<file path="src/hw/rtl/gn3_pkg.sv">
// ----------------------------------------------------------------------------
// gn3_pkg
// Shared types and constants for the 3D gradient noise unit.
// ----------------------------------------------------------------------------
package gn3_pkg;

	localparam int TABLE_SIZE    = 256;
	localparam int IDX_W         = $clog2(TABLE_SIZE);
	localparam int BYTE_W        = 8;
	localparam int COORD_W       = 24;
	localparam int OUT_W         = 18;
	localparam int OUT_FRAC      = 16;
	localparam int FRAC_BITS_DEF = 16;

	// request opcode
	typedef enum logic {
		CMD_LOAD = 1'b0,
		CMD_EVAL = 1'b1
	} cmd_t;

	typedef logic [IDX_W-1:0]  idx_t;
	typedef logic [BYTE_W-1:0] byte_t;
	typedef logic [COORD_W-1:0] coord_t;
	typedef logic signed [OUT_W-1:0] noise_t;

endpackage

</file>
<file path="src/hw/rtl/gn3_perm_mem.sv">
// ----------------------------------------------------------------------------
// gn3_perm_mem
// One copy of the permutation table: one write port, two registered reads.
// ----------------------------------------------------------------------------
module gn3_perm_mem (
	input  logic           clk,
	input  logic           en,
	input  logic           we,
	input  gn3_pkg::idx_t  waddr,
	input  gn3_pkg::byte_t wdata,
	input  gn3_pkg::idx_t  raddr0,
	input  gn3_pkg::idx_t  raddr1,
	output gn3_pkg::byte_t rdata0,
	output gn3_pkg::byte_t rdata1
);
	import gn3_pkg::*;

	byte_t mem [TABLE_SIZE];

	// write and registered reads; reads hold during a stall
	always_ff @(posedge clk) begin
		if (we) begin
			mem[waddr] <= wdata;
		end
		if (en) begin
			rdata0 <= mem[raddr0];
			rdata1 <= mem[raddr1];
		end
	end
endmodule

</file>
<file path="config.mk">
export PLATFORM = sky130hd
export DESIGN_NAME = gn3_perm_mem
export DESIGN_NICKNAME = d
export VERILOG_FILES = /design/src/hw/rtl/gn3_pkg.sv /design/src/hw/rtl/gn3_perm_mem.sv
export SDC_FILE = /design/constraint.sdc
export NUM_CORES = 2
export LEC_CHECK = 0
export BUFFER_PORTS_ARGS = -buffer_cell sky130_fd_sc_hd__buf_4
export CAP_MARGIN = 10
export CORE_UTILIZATION = 30
export CTS_BUF_LIST = sky130_fd_sc_hd__clkbuf_8 sky130_fd_sc_hd__clkbuf_16
export DETAILED_ROUTE_END_ITERATION = 16
export PLACE_DENSITY = 0.46
export SETUP_SLACK_MARGIN = 0.3
export SLEW_MARGIN = 20
export SYNTH_ARGS = -nofsm -noshare
export SYNTH_HDL_FRONTEND = slang
export SYNTH_SLANG_ARGS = --single-unit
</file>
<file path="constraint.sdc">
create_clock -name clk -period 3.62 [get_ports clk]
set_input_delay 0.362 -clock clk [delete_from_list [all_inputs] [get_ports clk]]
set_output_delay 0.362 -clock clk [all_outputs]
set_load 0.1 [all_outputs]
</file>
==> out/metrics.yaml <==
wirelength_um: 355700
clk_pin_slew_ps: 60
rsz0062_at_grt: "false"
cts_tree: "built"
antenna_found_initial: 32
yosysSeqAreaShare: 0.6381
routabilityCongestion: 0.8682
hold_violations: 0
grt_max_degree: 122
syn2layout_area_growth_pct: 17.59
ys_types: 64
cts.sinks: 2064
clk_latency_ps: 950
dr.pass1.iters: 6
critical_path.reg2reg.endpoint: "rdata0[1]"
vias: 55650
slowest_delay_ps: 660
overflow: 0
irDropWorstVdd_mv: 0.4085
syn_area_um2: 97130
post-route-period-util: 0.7658
endpoint: "rdata0[1]"
required_ps: 4250
crit_start: "mem[76][1]"
ys_warn_count: 0
slew_violations: 0
syn_inst: 4847
fp.dieArea_um2: 326100
min_path_type: "in -> reg"
placed_area_um2: 106500
cp-end-kind: "flop"
p_per_area_nw_per_um2: 485.9
synthTopCellsByArea: "edfxtp_1, mux4_2, mux2i_1"
wl_per_cell_um: 35.83
clk_path_buf_depth: 4
drc: 0
row_count: 208
outcome: "finished, final reports clean"
cp_common_cell: "mux4_2"
cp_cell_sequence: "mux4_2, mux4_2, and2_1, o31ai_1, a211oi_1"
fin_area_um2: 114200
numCtsBuffers: 234
clock_skew_ps: 96.10
ys_ff_latch: 2064
yosys.area.top_type: "edfxtp_1"
path_max_fanout: 2
syn_nets: 4882
hpwl_um: 243300
core_um2: 321700
slowest_stage: "o31ai_1"
fin_nets: 5457
async_flop_share: 0
fmaxAchievable_ghz: 0.3607
crit_type: "reg -> reg"
grt_usage: 0.2162
power.total_mw: 55.50
slew_headroom: 0.2391
cts_root_buffer: "clkbuf_16"
final_cell_mix: "edfxtp_1, mux4_2, buf_4"
synth.avg_cell_area_um2: 20.04
drt-initial-drc-count: 6565
final_cell_count_no_fill: 9928
drive_gt1_frac: 0.3911
grt_pass1_wl_um: 485900
r2r_setup_slack_ps: 850
via_per_inst: 5.606
cts_resized: 0
die_w_um: 571.0
p_leak_nw: 36.39
cp.arrival_ps: 3400
worstRegToRegCells: 5
grt_pass1_vias: 56380
pin_count: 51
numPlacedInstances: 9484
r2r-start: "mem[76][1]"
initial_core_util: 0.3020
cap_viol_max_count: 0
fin_setup_tns_ps: 0
synthFlopType: "edfxtp_1"
portBuffers: 50
ant_nets: 0
period_needed_ps: 2772
setup_viol: 0
yosysTopAreaCellShare: 0.6381
critPathLaunchType: "flop"
synth-edff-count: 2064
die_y_um: 571.0
worst_pin_slew_ps: 1134
final_common_cell: "edfxtp_1"
ctsHtreeMaxLevel: 4
-- logic make-up after synthesis --
group,count (synthesis),share of synthesized area
flops,2064,0.6381
mux,1325,0.2724
simple gates,591,0.02691
compound gates,466,0.03533
buf+inv,401,0.02726
-- Yosys cell counts (all sizes together), types with 5 or more instances --
master / n
and3: 5
and3b: 5
mux2i: 236
o221ai: 67
o22ai: 48
nand3b: 6
a22o: 22
a211oi: 28
a221oi: 37
o31ai: 11
nor3: 21
or2: 6
and2: 12
nand4: 13
nand2b: 11
a211o: 6
a2bb2oi: 9
nor4: 7
o21ai: 37
edfxtp: 2064
nor3b: 7
clkbuf: 137
o211ai: 13
nand3: 52
nand2: 114
nor2: 299
a22oi: 62
buf: 258
nor2b: 27
a21oi: 79
mux4: 1051
a221o: 10
o21bai: 5
mux2: 38
-- critical path, delay by kind of cell, from the launching register on --
kind	cells	cell delay, ps
DFF	1	390
and+or+nand+nor	1	250
muxes	2	1040
AOI/OAI and AO/OA	2	770
-- registers in the layout, summed over array words and instances, names as in the netlist --
signal and cells:
mem 2048, rdata0 8, rdata1 8
-- stage by stage --
step,util,worst slack [ps],hold slack [ps]
2_1_floorplan,-,1080,460.9
3_3_place_gp,0.3311,-433.5,836.9
3_5_place_dp,0.3311,-48.73,854.9
4_1_cts,0.3550,804.6,13.41
5_1_grt,0.3551,823.0,50.76
6_report,0.3551,847.9,46.91
-- where the power goes --
part / leakage [nW] / internal [mW] / total [mW] / switching (mW)
sequential: 18.6 / 26.4 / 26.5 / 0.0911
clock: 3.83 / 13.5 / 23.9 / 10.4
combinational: 14.0 / 1.98 / 5.18 / 3.19
total: 36.4 / 41.8 / 55.5 / 13.7
-- how the worst min path moves through the flow --
| stage | startpoint | end | slack (ps) | cells past startpoint |
|---|---|---|---|---|
| 4_1_cts | wdata[1] | mem[75][1] | 10 | 1 |
| 2_1_floorplan | wdata[0] | mem[0][0] | 460 | 0 |
| 6_report | wdata[1] | mem[232][1] | 50 | 1 |
| 3_5_place_dp | wdata[7] | mem[178][7] | 850 | 1 |
| 5_1_grt | waddr[4] | mem[112][7] | 50 | 3 |
| 3_3_place_gp | wdata[4] | mem[26][4] | 840 | 1 |
-- layer usage --
| metal | up-vias | track usage | wire length (um) |
|---|---|---|---|
| li1 | 22230 | - | - |
| met1 | 30690 | 0.2968 | 149600 |
| met2 | 2299 | 0.3496 | 168800 |
| met3 | 426 | 0.03809 | 24950 |
| met4 | 8 | 0.06641 | 12410 |
| met5 | - | 0 | 57 |
-- layout make-up --
type | count | area (um2)
Fill cell | 29960 | 207400
Sequential cell | 2064 | 61980
Multi-Input combinational cell | 2382 | 32550
Timing Repair Buffer | 734 | 6645
Clock buffer | 235 | 5881
Tap cell | 4305 | 5386
Clock inverter | 194 | 1733
Inverter | 6 | 26.28
Antenna cell | 8 | 20.02
-- what timing repair did --
action                                 4_1_cts  5_1_grt
hold buffers                                 7        0
endpoints found under the hold margin      331        0
setup buffers                                0        0
Note: power is estimated with default switching activity, not from simulation.
