## config.mk

```make
export PLATFORM = sky130hd
export DESIGN_NAME = gn3_fade
export DESIGN_NICKNAME = d
export VERILOG_FILES = /design/src/hw/rtl/gn3_pkg.sv /design/src/hw/rtl/gn3_fade.sv
export SDC_FILE = /design/constraint.sdc
export NUM_CORES = 2
export LEC_CHECK = 0
export BUFFER_PORTS_ARGS = -buffer_cell sky130_fd_sc_hd__buf_4
export CAP_MARGIN = 20
export CORE_ASPECT_RATIO = 0.9
export CORE_MARGIN = 4
export CORE_UTILIZATION = 60
export CTS_BUF_LIST = sky130_fd_sc_hd__clkbuf_16
export DETAILED_ROUTE_END_ITERATION = 10
export GPL_ROUTABILITY_DRIVEN = 1
export PLACE_DENSITY_LB_ADDON = 0.12
export SYNTH_ARGS = -nofsm -noshare
export SYNTH_HDL_FRONTEND = slang
export SYNTH_SLANG_ARGS = --single-unit
```

## constraint.sdc

```tcl
create_clock -name clk -period 16.6 [get_ports clk]
set_input_delay 3.32 -clock clk [delete_from_list [all_inputs] [get_ports clk]]
set_output_delay 3.32 -clock clk [all_outputs]
set_load 0.02 [all_outputs]
```

## src/hw/rtl/gn3_pkg.sv

```systemverilog
// ----------------------------------------------------------------------------
// gn3_pkg
// Shared types and constants for the 3D gradient noise unit.
// ----------------------------------------------------------------------------
package gn3_pkg;

	localparam int TABLE_SIZE    = 256;
	localparam int IDX_W         = $clog2(TABLE_SIZE);
	localparam int BYTE_W        = 8;
	localparam int COORD_W       = 24;
	localparam int OUT_W         = 18;
	localparam int OUT_FRAC      = 16;
	localparam int FRAC_BITS_DEF = 16;

	// request opcode
	typedef enum logic {
		CMD_LOAD = 1'b0,
		CMD_EVAL = 1'b1
	} cmd_t;

	typedef logic [IDX_W-1:0]  idx_t;
	typedef logic [BYTE_W-1:0] byte_t;
	typedef logic [COORD_W-1:0] coord_t;
	typedef logic signed [OUT_W-1:0] noise_t;

endpackage

```

## src/hw/rtl/gn3_fade.sv

```systemverilog
// ----------------------------------------------------------------------------
// gn3_fade
// Quintic fade 6t^5-15t^4+10t^3, three register stages, one multiply each.
// ----------------------------------------------------------------------------
module gn3_fade #(
	parameter int FRAC_BITS = gn3_pkg::FRAC_BITS_DEF
) (
	input  logic                 clk,
	input  logic                 en,
	input  logic [FRAC_BITS-1:0] t,
	output logic [FRAC_BITS:0]   fade
);
	import gn3_pkg::*;

	localparam int F  = FRAC_BITS;
	localparam int QW = F + 4;

	logic [F-1:0]    t_s2, t2_s2, t3_s3;
	logic [QW-1:0]   q_s3;
	logic [2*F-1:0]  sq, cube;
	logic [F+QW-1:0] prod;
	logic [QW:0]     q_full;

	assign sq   = (2*F)'(t) * (2*F)'(t);
	assign cube = (2*F)'(t2_s2) * (2*F)'(t_s2);

	// q = 6*t2 + 10*one - 15*t
	assign q_full = ((QW+1)'(t2_s2) << 2) + ((QW+1)'(t2_s2) << 1)
		+ ((QW+1)'(10) << F) - ((QW+1)'(t_s2) << 4) + (QW+1)'(t_s2);

	assign prod = (F+QW)'(t3_s3) * (F+QW)'(q_s3);

	always_ff @(posedge clk) begin
		if (en) begin
			t_s2  <= t;
			t2_s2 <= sq[2*F-1:F];
			t3_s3 <= cube[2*F-1:F];
			q_s3  <= q_full[QW-1:0];
			fade  <= prod[F +: F+1];
		end
	end
endmodule

```

==> impl_results.rst <==
.. list-table::
   :header-rows: 1

   * - Metric
     - Value
   * - Run status
     - finished clean
   * - Post-synth top area share
     - 0.4507
   * - Cell row count
     - 74
   * - Number of cells traversed by the worst hold path
     - 0
   * - Area of combinational cells with multiple inputs
     - 0.02216 sq mm
   * - Core area
     - 0.04574 sq mm
   * - Sink of the worst hold path
     - q_s3[0]
   * - Cell type contributing the most total cell area after synthesis
     - fa_1
   * - Most used flip-flop cell after synthesis
     - edfxtp_1
   * - Maximum number of pins on one net before global-route repair
     - 69
   * - Die outline area
     - 0.05024 sq mm
   * - First-pass GRT wire length
     - 108.4 mm
   * - Maximum achievable frequency
     - 108.2 MHz
   * - Remaining routing DRC violations
     - 0
   * - Clock tree from TritonCTS
     - built
   * - Dominant cell by count in the synthesized netlist
     - inv_1
   * - Number of sinks on the clock net
     - 85
   * - Number of H-tree levels
     - 3
   * - # fillers
     - 3827
   * - Effective utilization at floorplan
     - 0.6128
   * - Crit path max fanout
     - 19
   * - Syn_nets
     - 3959
   * - Netlist cell types
     - 58
   * - Transition time at the pin with the least slew margin
     - 0.9559 ns
   * - Gr usage total
     - 0.2722
   * - Clock transition at the register clock pins on the worst setup and hold paths after CTS
     - 0.07 ns
   * - Instance count of the mapped netlist
     - 2992
   * - Antenna Violating Nets Remaining
     - 0
   * - Mapped cell area
     - 0.02803 sq mm
   * - Fraction of final layout cells with drive strength greater than 1
     - 0.02508
   * - Start point of the worst hold path
     - t_s2[0]
   * - Capture instance of the worst register-to-register path
     - t3_s3[15]
   * - Clock Tree Buf Depth
     - 2
   * - Post-CTS resize count
     - 0
   * - Wirelength per Cell
     - 18.11 microns
   * - Arrival time of the worst setup path
     - 9.36 ns
   * - Final Max Slew Viols
     - 0
   * - GPL Wtd Cong
     - 0.9313
   * - Share of the clock period used by the worst path after layout
     - 0.5565
   * - Internal reg-to-reg setup slack
     - 9.39 ns
   * - Seq cells post-synth
     - 85
   * - Total negative slack
     - 0 ns
   * - Via count
     - 19323
   * - Combined flip-flop and latch cell area
     - 0.002552 sq mm
   * - Sequential cell area fraction in the yosys report
     - 0.09106
   * - Dominant cells by area after synthesis
     - fa_1, ha_1, inv_1
   * - Via count of the first global-routing pass
     - 21091
   * - Via-per-instance ratio
     - 5.429
   * - Nets@finish
     - 3913
   * - Final Hold Vio Count
     - 0
   * - Setup Skew
     - 0.01357 ns
   * - Routed wire length
     - 64.44 mm
   * - Most frequent cells after synthesis
     - inv_1, fa_1, nand2_1, ha_1, and2_1
   * - First-pass detailed-route iteration total
     - 5
   * - Setup repair bufs after CTS
     - 0
   * - Type of the worst min-delay path
     - reg2reg
   * - Port buffer count
     - 34
   * - Category of the critical setup timing path
     - in2reg
   * - Post-synth EDFFs
     - 85
   * - Setup repair after global routing missed its margin
     - no
   * - Number of warning messages in the yosys log
     - 0
   * - CP startpoint kind
     - input port
   * - Signed area change from the synthesized netlist to the final layout
     - 3.678%
   * - Headroom to the max-slew limit
     - 0.3627
   * - Total CTS buffers
     - 9
   * - Total instance count after detailed placement
     - 3543
   * - Min Clock Period, post-route
     - 9.238 ns
   * - Setup-failing EPs final
     - 0
   * - Number of max-cap violations
     - 0
   * - Num ports
     - 35
   * - Share of synthesized registers carrying an async set or reset
     - 0
   * - Count of placed standard cells in the final layout, fillers left out
     - 3559
   * - Root buffer cell
     - clkbuf_16
   * - Later-pin clock latency in the skew report
     - 0.38 ns
   * - Detailed placer's ending HPWL
     - 52.77 mm
   * - Gr ovfl total
     - 0
   * - Cts-stage hold buffer count
     - 0
   * - Die Y
     - 213.0 microns
   * - Width of the die
     - 235.8 microns
   * - Startpoint of the worst register-to-register path
     - t2_s2[2]
   * - Worst Reg-to-Reg Cells
     - 20
   * - Initial antenna violation count
     - 1
   * - Element type at the critical path end
     - flop
   * - DRT iter0 DRCs
     - 1122
   * - Required time reported for the critical path endpoint
     - 16.72 ns
   * - Average cell area after synthesis
     - 9.368 sq um
-- cell usage in the layout, fill, tap and decap left out, drive strengths merged, types with 32 or more instances in the layout --
master  count
nand2     402
edfxtp     85
ha        318
nor2      172
and2      192
xnor2      57
buf        41
o21ai      32
fa        631
a21oi      45
inv       779
-- worst max-delay path, stage by stage --
cell,delay (ns)
buf_4,0.19
and2_1,0.23
fa_1,0.51
inv_1,0.05
fa_1,0.50
inv_1,0.06
fa_1,0.50
fa_1,0.53
fa_1,0.50
inv_1,0.05
fa_1,0.47
inv_1,0.04
ha_1,0.34
and4_1,0.25
o2111ai_1,0.13
o221ai_1,0.35
o21ai_1,0.28
o21ai_1,0.30
a41oi_1,0.21
a21boi_0,0.29
nor2_1,0.10
xnor2_1,0.14
-- layout make-up --
class | instances | share of cell area
antenna | 1 | 0.00008611
clock buffer | 9 | 0.007750
timing repair buffer | 41 | 0.01059
inverter | 785 | 0.1014
multi-input combinational | 2024 | 0.7626
tap | 608 | 0.02618
sequential | 85 | 0.08783
clock inverter | 6 | 0.003574
-- registers in the layout (all words and copies together), names as in the netlist --
register,count
t3_s3,16
fade,17
t2_s2,16
t_s2,16
q_s3,20
-- per-layer routing --
layer  vias to the layer above  share of wire  GRT usage
met2                       655           0.47     0.4552
met4                         0          0.028    0.07694
met1                      9823           0.42     0.3679
met3                       113          0.081    0.05502
li1                       8732              -          -
met5                         -              0          0
-- metrics by stage --
step	area [sq um]	worst slack, ns	utilization	hold WS [ns]
detailed placement	28730	6.984	0.6281	1.012
CTS	29060	7.377	0.6353	1.032
finish	29060	7.362	0.6354	1.028
global placement	28730	7.044	0.6281	1.004
global route	29060	7.053	0.6353	1.065
floorplan	28030	7.582	-	0.5476
-- cell families (layout without fill, tap and decap cells) --
family	Yosys count	after routing	synth area share
adder cells (fa/ha/maj)	949	949	0.5926
buffers and inverters	883	841	0.1183
AND/OR/NAND/NOR	831	831	0.1339
AO/OA/AOI/OAI	171	171	0.04120
flip-flops	85	85	0.09106
XOR/XNOR	72	72	0.02250
multiplexers	1	1	0.0004017
other	0	1	0
-- worst max-delay path by stage --
stage | from | to | slack, ns | depth (start not counted)
final | t[5] | t2_s2[13] | 7.36 | 22
after global routing | t[6] | t2_s2[13] | 7.05 | 23
after CTS | t[5] | t2_s2[13] | 7.38 | 22
after detailed placement | t[5] | t2_s2[13] | 6.98 | 22
after global placement | t[3] | t2_s2[15] | 7.04 | 23
after floorplan | t[1] | t2_s2[15] | 7.58 | 22
Power is left out: the tool's default activity adds up to more than one toggle a clock period on the data nets, which glitch-free logic cannot reach.
